## config.mk

```make
export PLATFORM = sky130hd
export DESIGN_NAME = multiplexed_seven_segment_scanner_core
export DESIGN_NICKNAME = d
export VERILOG_FILES = /design/src/sv/msss_pkg.sv /design/src/sv/multiplexed_seven_segment_scanner_core.sv /design/src/sv/msss_digit_sel.sv
export SDC_FILE = /design/constraint.sdc
export NUM_CORES = 1
export LEC_CHECK = 0
export BUFFER_PORTS_ARGS = -buffer_cell sky130_fd_sc_hd__buf_4
export CORE_UTILIZATION = 50
export DETAILED_ROUTE_END_ITERATION = 12
export GPL_ROUTABILITY_DRIVEN = 0
export PLACE_DENSITY_LB_ADDON = 0.25
export SLEW_MARGIN = 20
export SYNTH_ARGS = -nofsm -noshare
export SYNTH_HDL_FRONTEND = slang
export SYNTH_SLANG_ARGS = --single-unit
```

## constraint.sdc

```tcl
create_clock -name clk -period 4.3 [get_ports clk]
set_input_delay 0.86 -clock clk [delete_from_list [all_inputs] [get_ports clk]]
set_output_delay 0.86 -clock clk [all_outputs]
set_load 0.02 [all_outputs]
```

## src/sv/msss_pkg.sv

```systemverilog
// Shared types, constants and digit helpers for the seven-segment scanner.
// No dependencies; used by msss_digit_sel and the top level.
`timescale 1ns / 1ps

package msss_pkg;

    // Word kinds on the input channel
    localparam logic [1:0] KIND_SET  = 2'd0;
    localparam logic [1:0] KIND_OFF  = 2'd1;
    localparam logic [1:0] KIND_TICK = 2'd2;

    // Largest value the display can show
    localparam logic [9:0] MAX_SHOWN = 10'd999;

    // Number of scanned digit positions (1 to 3)
    localparam logic [1:0] DIGIT_COUNT = 2'd3;

    // Scan positions
    localparam logic [1:0] POS_UNITS = 2'd0;
    localparam logic [1:0] POS_TENS  = 2'd1;

    // Digit drive codes
    localparam logic [2:0] EN_UNITS    = 3'b001;
    localparam logic [2:0] EN_TENS     = 3'b010;
    localparam logic [2:0] EN_HUNDREDS = 3'b100;

    typedef struct packed {
        logic [3:0] hundreds;
        logic [6:0] rem;
    } hund_split_t;

    typedef struct packed {
        logic [3:0] tens;
        logic [3:0] units;
    } tens_split_t;

    // Result of the per-tick digit selection
    typedef struct packed {
        logic       lit;
        logic [2:0] enable;
        logic [6:0] seg;
    } digit_sel_t;

    // Active-low glyphs: bits 0-5 are a-f, bit 6 is g
    function automatic logic [6:0] seg_lookup(input logic [3:0] digit);
        logic [6:0] seg;
        unique case (digit)
            4'd0:    seg = 7'h40;
            4'd1:    seg = 7'h79;
            4'd2:    seg = 7'h24;
            4'd3:    seg = 7'h30;
            4'd4:    seg = 7'h19;
            4'd5:    seg = 7'h12;
            4'd6:    seg = 7'h02;
            4'd7:    seg = 7'h78;
            4'd8:    seg = 7'h00;
            4'd9:    seg = 7'h10;
            default: seg = 7'h40;
        endcase
        return seg;
    endfunction

    // Hundreds digit and remainder of a value up to 999 (parallel compares)
    function automatic hund_split_t split_hundreds(input logic [9:0] value);
        hund_split_t res;
        res.hundreds = 4'd0;
        res.rem      = value[6:0];
        for (int k = 1; k <= 9; k++) begin
            if (value >= 10'(k * 100)) begin
                res.hundreds = 4'(k);
                res.rem      = 7'(value - 10'(k * 100));
            end
        end
        return res;
    endfunction

    // Tens and units digits of a remainder below 100
    function automatic tens_split_t split_tens(input logic [6:0] rem);
        tens_split_t res;
        res.tens  = 4'd0;
        res.units = rem[3:0];
        for (int k = 1; k <= 9; k++) begin
            if (rem >= 7'(k * 10)) begin
                res.tens  = 4'(k);
                res.units = 4'(rem - 7'(k * 10));
            end
        end
        return res;
    endfunction

endpackage

```

## src/sv/multiplexed_seven_segment_scanner_core.sv

```systemverilog
// Channel   Direction  Handshake           Payload
// input     in         in_valid/in_stall   kind[1:0], number[9:0]
// output    out        out_valid/out_stall segments[6:0], digit_enable[2:0]
//
// One word per cycle sustained while the output is not stalled; a taken word passes
// through the input register, then one pass of digit logic into the result register.
// Set words give no result; off and tick words give one each; kind 3 is dropped.
// A stall on the output holds the result register, and the input stalls only
// while a result-producing word waits in the input register behind it.
// Reset clears the stored value, disables the display and returns the scan to units.
// Depends on msss_pkg and msss_digit_sel.
`timescale 1ns / 1ps

module multiplexed_seven_segment_scanner_core (
    input  logic       clk,
    input  logic       rst_n,
    input  logic       in_valid,
    output logic       in_stall,
    input  logic [1:0] kind,
    input  logic [9:0] number,
    output logic       out_valid,
    input  logic       out_stall,
    output logic [6:0] segments,
    output logic [2:0] digit_enable
);

    // Input register
    logic       a_valid_reg;
    logic [1:0] a_kind_reg;
    logic [9:0] a_number_reg;

    // Display state
    logic [3:0] hundreds_reg;
    logic [6:0] rem_reg;
    logic       display_on_reg;
    logic [1:0] scan_pos_reg;
    logic [6:0] seg_latch_reg;

    // Result register
    logic       out_valid_reg;
    logic [6:0] segments_reg;
    logic [2:0] digit_enable_reg;

    logic                   is_set;
    logic                   is_off;
    logic                   is_tick;
    logic                   has_result;
    logic                   out_free;
    logic                   a_fire;
    logic                   in_accept;
    logic [9:0]             clamped;
    msss_pkg::hund_split_t  set_split;
    msss_pkg::digit_sel_t   sel;
    logic [1:0]             scan_pos_inc;
    logic [1:0]             scan_pos_next;
    logic [6:0]             seg_latch_next;
    logic [2:0]             enable_next;

    // Handshake
    assign is_set     = (a_kind_reg == msss_pkg::KIND_SET);
    assign is_off     = (a_kind_reg == msss_pkg::KIND_OFF);
    assign is_tick    = (a_kind_reg == msss_pkg::KIND_TICK);
    assign has_result = is_off || is_tick;
    assign out_free   = !out_valid_reg || !out_stall;
    assign a_fire     = a_valid_reg && (!has_result || out_free);
    assign in_stall   = a_valid_reg && !a_fire;
    assign in_accept  = in_valid && !in_stall;

    // Set path: saturate and split off the hundreds digit
    assign clamped   = (a_number_reg > msss_pkg::MAX_SHOWN) ? msss_pkg::MAX_SHOWN
                                                            : a_number_reg;
    assign set_split = msss_pkg::split_hundreds(clamped);

    msss_digit_sel u_digit_sel (
        .hundreds (hundreds_reg),
        .rem      (rem_reg),
        .scan_pos (scan_pos_reg),
        .sel      (sel)
    );

    // Scan advance with wrap at the digit count
    assign scan_pos_inc  = scan_pos_reg + 2'd1;
    assign scan_pos_next = (scan_pos_inc >= msss_pkg::DIGIT_COUNT) ? 2'd0 : scan_pos_inc;

    // Latch and drive for off and tick words
    always_comb
    begin
        seg_latch_next = seg_latch_reg;
        enable_next    = 3'b000;
        if (is_off || !display_on_reg)
        begin
            seg_latch_next = 7'd0;
        end
        else if (sel.lit)
        begin
            seg_latch_next = sel.seg;
            enable_next    = sel.enable;
        end
    end

    // Input register
    always_ff @(posedge clk or negedge rst_n)
    begin
        if (!rst_n)
        begin
            a_valid_reg <= 1'b0;
        end
        else if (in_accept)
        begin
            a_valid_reg <= 1'b1;
        end
        else if (a_fire)
        begin
            a_valid_reg <= 1'b0;
        end
    end

    always_ff @(posedge clk)
    begin
        if (in_accept)
        begin
            a_kind_reg   <= kind;
            a_number_reg <= number;
        end
    end

    // Display state update
    always_ff @(posedge clk or negedge rst_n)
    begin
        if (!rst_n)
        begin
            hundreds_reg   <= 4'd0;
            rem_reg        <= 7'd0;
            display_on_reg <= 1'b0;
            scan_pos_reg   <= msss_pkg::POS_UNITS;
            seg_latch_reg  <= 7'd0;
        end
        else if (a_fire)
        begin
            if (is_set)
            begin
                hundreds_reg   <= set_split.hundreds;
                rem_reg        <= set_split.rem;
                display_on_reg <= 1'b1;
            end
            else if (is_off)
            begin
                hundreds_reg   <= 4'd0;
                rem_reg        <= 7'd0;
                display_on_reg <= 1'b0;
                seg_latch_reg  <= seg_latch_next;
            end
            else if (is_tick)
            begin
                seg_latch_reg <= seg_latch_next;
                scan_pos_reg  <= display_on_reg ? scan_pos_next : msss_pkg::POS_UNITS;
            end
        end
    end

    // Result register
    always_ff @(posedge clk or negedge rst_n)
    begin
        if (!rst_n)
        begin
            out_valid_reg <= 1'b0;
        end
        else if (out_free)
        begin
            out_valid_reg <= a_fire && has_result;
        end
    end

    always_ff @(posedge clk)
    begin
        if (out_free && a_fire && has_result)
        begin
            segments_reg     <= seg_latch_next;
            digit_enable_reg <= enable_next;
        end
    end

    assign out_valid    = out_valid_reg;
    assign segments     = segments_reg;
    assign digit_enable = digit_enable_reg;

endmodule

```

## src/sv/msss_digit_sel.sv

```systemverilog
// Picks the digit for the current scan position, blanks leading zeros and
// looks up its glyph. Depends on msss_pkg.
`timescale 1ns / 1ps

module msss_digit_sel (
    input  logic [3:0]              hundreds,
    input  logic [6:0]              rem,
    input  logic [1:0]              scan_pos,
    output msss_pkg::digit_sel_t    sel
);

    msss_pkg::tens_split_t split;
    logic [3:0]            digit;
    logic                  lit;
    logic [2:0]            enable;

    assign split = msss_pkg::split_tens(rem);

    // Position decode; tens and hundreds blank when they would be leading zeros
    always_comb
    begin
        unique case (scan_pos)
            msss_pkg::POS_UNITS:
            begin
                digit  = split.units;
                lit    = 1'b1;
                enable = msss_pkg::EN_UNITS;
            end
            msss_pkg::POS_TENS:
            begin
                digit  = split.tens;
                lit    = (hundreds != 4'd0) || (split.tens != 4'd0);
                enable = msss_pkg::EN_TENS;
            end
            default:
            begin
                digit  = hundreds;
                lit    = (hundreds != 4'd0);
                enable = msss_pkg::EN_HUNDREDS;
            end
        endcase
    end

    assign sel.lit    = lit;
    assign sel.enable = lit ? enable : 3'b000;
    assign sel.seg    = msss_pkg::seg_lookup(digit);

endmodule

```

==> metrics.txt <==
cell leakage power 1.73 nW; DR iter-0 viols 294; clock root cell sky130_fd_sc_hd__clkbuf_8; number of global-route vias before repair about 3500; number of buffers added for setup after CTS 0; final-layout fill cell count 663; worst endpoint required time 4480 ps; worst-path fanout max 13; synthesized flop and latch total 45; initial antenna violation count 0; number of buffers inserted by hold repair at cts 0; delay of the slowest cell on the worst path 600 ps; run status complete, no violations; count of H-tree levels built during CTS 2; area inside the core boundary 7410 µm²; Horiz. Die Dim 90.4 µm; top cells by area, synth sky130_fd_sc_hd__edfxtp_1, sky130_fd_sc_hd__dfrtp_1, sky130_fd_sc_hd__ha_1; Max-Slew Margin vs Limit 51.6%; Max-cap violations 0; post-route non-filler standard cell count 584; fraction of layout cells with a size suffix above 1 12.8%; pin count of the biggest net entering global routing 25; minimum clock period after layout 3790 ps; Async SR Flop Fraction between 50% and 60%; category of the worst setup path capture point flip-flop; wirelength, routed around 10 mm; number of setup violations in the final report 0; post-detailed-route count of antenna-violating nets 0; Resized Gates After CTS 0; Storage cell area about 1200 µm²; DP Worst Slack roughly 630 ps; register-to-register setup slack 510 ps; total of warnings raised by yosys 0; cell area after technology mapping 3910 µm²; share of the clock period used by the worst path after layout between 80% and 90%; capture point of the worst reg-to-reg path rem_reg[5]; Mapped Avg Cell Area 8.35 µm²; worst flop-to-flop path startpoint a_number_reg[7]; routed via count approximately 3800; number of placed instances, taps included 576; sequential element share of the synthesized area 31.6%; Post-Synthesis Net Count 510; Die H roughly 90 µm; final-layout worst hold slack 431 ps; cell with the largest stage delay on the worst path sky130_fd_sc_hd__edfxtp_1; maximum vdd ir drop 0.230 mV; logic depth of the worst register-to-register path 13; number of antenna repair diodes 0; maximum achievable frequency 0.264 GHz; Finished Core Util about three fifths; Std-Cell Rows 31; cell-by-cell listing of the critical path and4_1, nand2_1, nand2_1, inv_1, ha_1, o21ai_0, a21boi_1, or2_2, a311o_1, nor3_1, nor4_1, a2111oi_0, o21ai_1; count of flip-flops with a built-in enable after synthesis 22; via count normalized by instance count 6.46; Initial Util between 50 and 60%; number of remaining DRC errors 0; Final Hold Viols 0; Startpoint Class flip-flop; global-route wire length before repair 16.8 mm; worst endpoint data arrival time 3960 ps; synthesized netlist cell count 468; die area 8170 µm²; I/O Buffers 27; total half-perimeter wirelength after legalization and detailed placement between 7 and 8 mm; sink count of the clock tree between 40 and 50; average detailed-routed wire length per instance between 15 and 20 µm; min setup slack post-route 514 ps; TritonCTS clock tree yes; number of distinct standard cells referenced by the synthesized netlist 77; 1st-pass router iterations 5; type of the most critical hold path in2async; dominant cell type by count on the critical path sky130_fd_sc_hd__nand2_1; flip-flop cell with the highest count after synthesis sky130_fd_sc_hd__dfrtp_1; cell taking the most area after synthesis sky130_fd_sc_hd__edfxtp_1; Yosys top cell area share 16.9%; number of flip-flops in the largest register 10; Final Net Count 526; pins over their slew limit 0; RSZ-0062 raised after global routing false; GRT overflow 0; layout overhead on the synthesized area 10.1%; total clock buffers created by CTS 5; category of the most critical setup path reg2reg; Setup TNS 0 ps; Clk Latency, worst-skew pair 300 ps; ports placed on the boundary 28; ratio of total power to cell area 437 nW/µm²; GR Util All Layers 25.1%; clock-pin slew reported for the worst setup and hold paths after clock tree synthesis 100 ps; worst slew pin tran 726 ps; worst-case clock buffer depth 2; multi-input combinational cell area 2440 µm²; skew final 15.1 ps
## layer usage
metal	up-vias	wire length, µm	track usage, %
li1	1803	-	-
met1	1733	4250	32.8
met2	203	4620	41.4
met3	32	780	3.87
met4	0	313	10.1
met5	-	0	0
## layout make-up
cell class                 instances  area share (%)
sequential                        45            28.7
tap                               99            2.88
inverter                          26            2.27
timing repair buffer              39            6.80
multi-input combinational        367            56.8
clock inverter                     2           0.814
clock buffer                       6            1.69
## worst max-delay path by stage
stage	startpoint	endpoint	slack (ps)	depth (start not counted)
after CTS	a_number_reg[7]	rem_reg[5]	620	13
after floorplan	rem_reg[2]	seg_latch_reg[6]	910	14
after detailed placement	a_number_reg[7]	rem_reg[5]	630	13
after global routing	rem_reg[2]	seg_latch_reg[6]	220	12
after global placement	a_number_reg[7]	rem_reg[5]	620	13
final	a_number_reg[7]	rem_reg[5]	510	13
## cell usage in the layout, fill, tap and decap left out, types with 5 or more instances in the layout
master / netlist / final
sky130_fd_sc_hd__nand2_1: 54 / 54
sky130_fd_sc_hd__buf_4: 2 / 39
sky130_fd_sc_hd__nor2_1: 32 / 32
sky130_fd_sc_hd__o21ai_0: 28 / 28
sky130_fd_sc_hd__ha_1: 26 / 26
sky130_fd_sc_hd__inv_1: 23 / 23
sky130_fd_sc_hd__dfrtp_1: 23 / 23
sky130_fd_sc_hd__edfxtp_1: 22 / 22
sky130_fd_sc_hd__a21oi_1: 21 / 21
sky130_fd_sc_hd__nor3_1: 15 / 15
sky130_fd_sc_hd__a211oi_1: 13 / 13
sky130_fd_sc_hd__o21ai_1: 11 / 11
sky130_fd_sc_hd__a22o_1: 10 / 10
sky130_fd_sc_hd__a31oi_1: 10 / 10
sky130_fd_sc_hd__and2_1: 9 / 9
sky130_fd_sc_hd__nand3_1: 9 / 9
sky130_fd_sc_hd__o31ai_1: 8 / 8
sky130_fd_sc_hd__nand2b_1: 6 / 6
sky130_fd_sc_hd__o211ai_1: 6 / 6
sky130_fd_sc_hd__nand4_1: 6 / 6
sky130_fd_sc_hd__nor3b_1: 6 / 6
sky130_fd_sc_hd__a2111oi_0: 5 / 5
sky130_fd_sc_hd__a311o_1: 5 / 5
sky130_fd_sc_hd__clkbuf_8: 0 / 5
## power by group
group	leakage, nW	internal, mW	total, mW	switching (mW)
combinational	1.16	0.372	0.908	0.536
clock	0.0552	0.173	0.324	0.151
sequential	0.516	0.532	0.650	0.117
total	1.73	1.08	1.88	0.804
## per-stage QoR
stage                     area, µm²  power (mW)
after detailed placement       4200        1.55
final                          4300        1.88
after global routing           4300        2.01
after CTS                      4300        1.87
after global placement         4200        1.54
after floorplan                3910        1.33
## synthesized netlist by cell type (5+ instances only)
| library cell | n |
|---|---|
| sky130_fd_sc_hd__a31oi_1 | 10 |
| sky130_fd_sc_hd__o21ai_1 | 11 |
| sky130_fd_sc_hd__nand3_1 | 9 |
| sky130_fd_sc_hd__a21oi_1 | 21 |
| sky130_fd_sc_hd__inv_1 | 23 |
| sky130_fd_sc_hd__nand2b_1 | 6 |
| sky130_fd_sc_hd__dfrtp_1 | 23 |
| sky130_fd_sc_hd__buf_2 | 8 |
| sky130_fd_sc_hd__nand2_1 | 54 |
| sky130_fd_sc_hd__ha_1 | 26 |
| sky130_fd_sc_hd__a311o_1 | 5 |
| sky130_fd_sc_hd__o211ai_1 | 6 |
| sky130_fd_sc_hd__nor3_1 | 15 |
| sky130_fd_sc_hd__and2_1 | 9 |
| sky130_fd_sc_hd__o31ai_1 | 8 |
| sky130_fd_sc_hd__nor3b_1 | 6 |
| sky130_fd_sc_hd__o21ai_0 | 28 |
| sky130_fd_sc_hd__a2111oi_0 | 5 |
| sky130_fd_sc_hd__nor2_1 | 32 |
| sky130_fd_sc_hd__clkbuf_1 | 19 |
| sky130_fd_sc_hd__edfxtp_1 | 22 |
| sky130_fd_sc_hd__a211oi_1 | 13 |
| sky130_fd_sc_hd__nand4_1 | 6 |
| sky130_fd_sc_hd__a22o_1 | 10 |
## critical path: cells and delay by family, from the launching register on
family | cells | cell delay, ps
buf+inv | 1 | 160
fa+ha+maj | 1 | 350
flops | 1 | 600
compound gates | 5 | 1260
simple gates | 6 | 1300
## cells by family after synthesis
group / share of synthesized area (%)
AND/OR/NAND/NOR: 21.7
AO/OA/AOI/OAI: 30.2
buffers and inverters: 5.83
flip-flops: 31.6
adder cells (fa/ha/maj): 8.32
multiplexers: 1.41
XOR/XNOR: 0.896
Note: power is estimated with default switching activity, not from simulation.
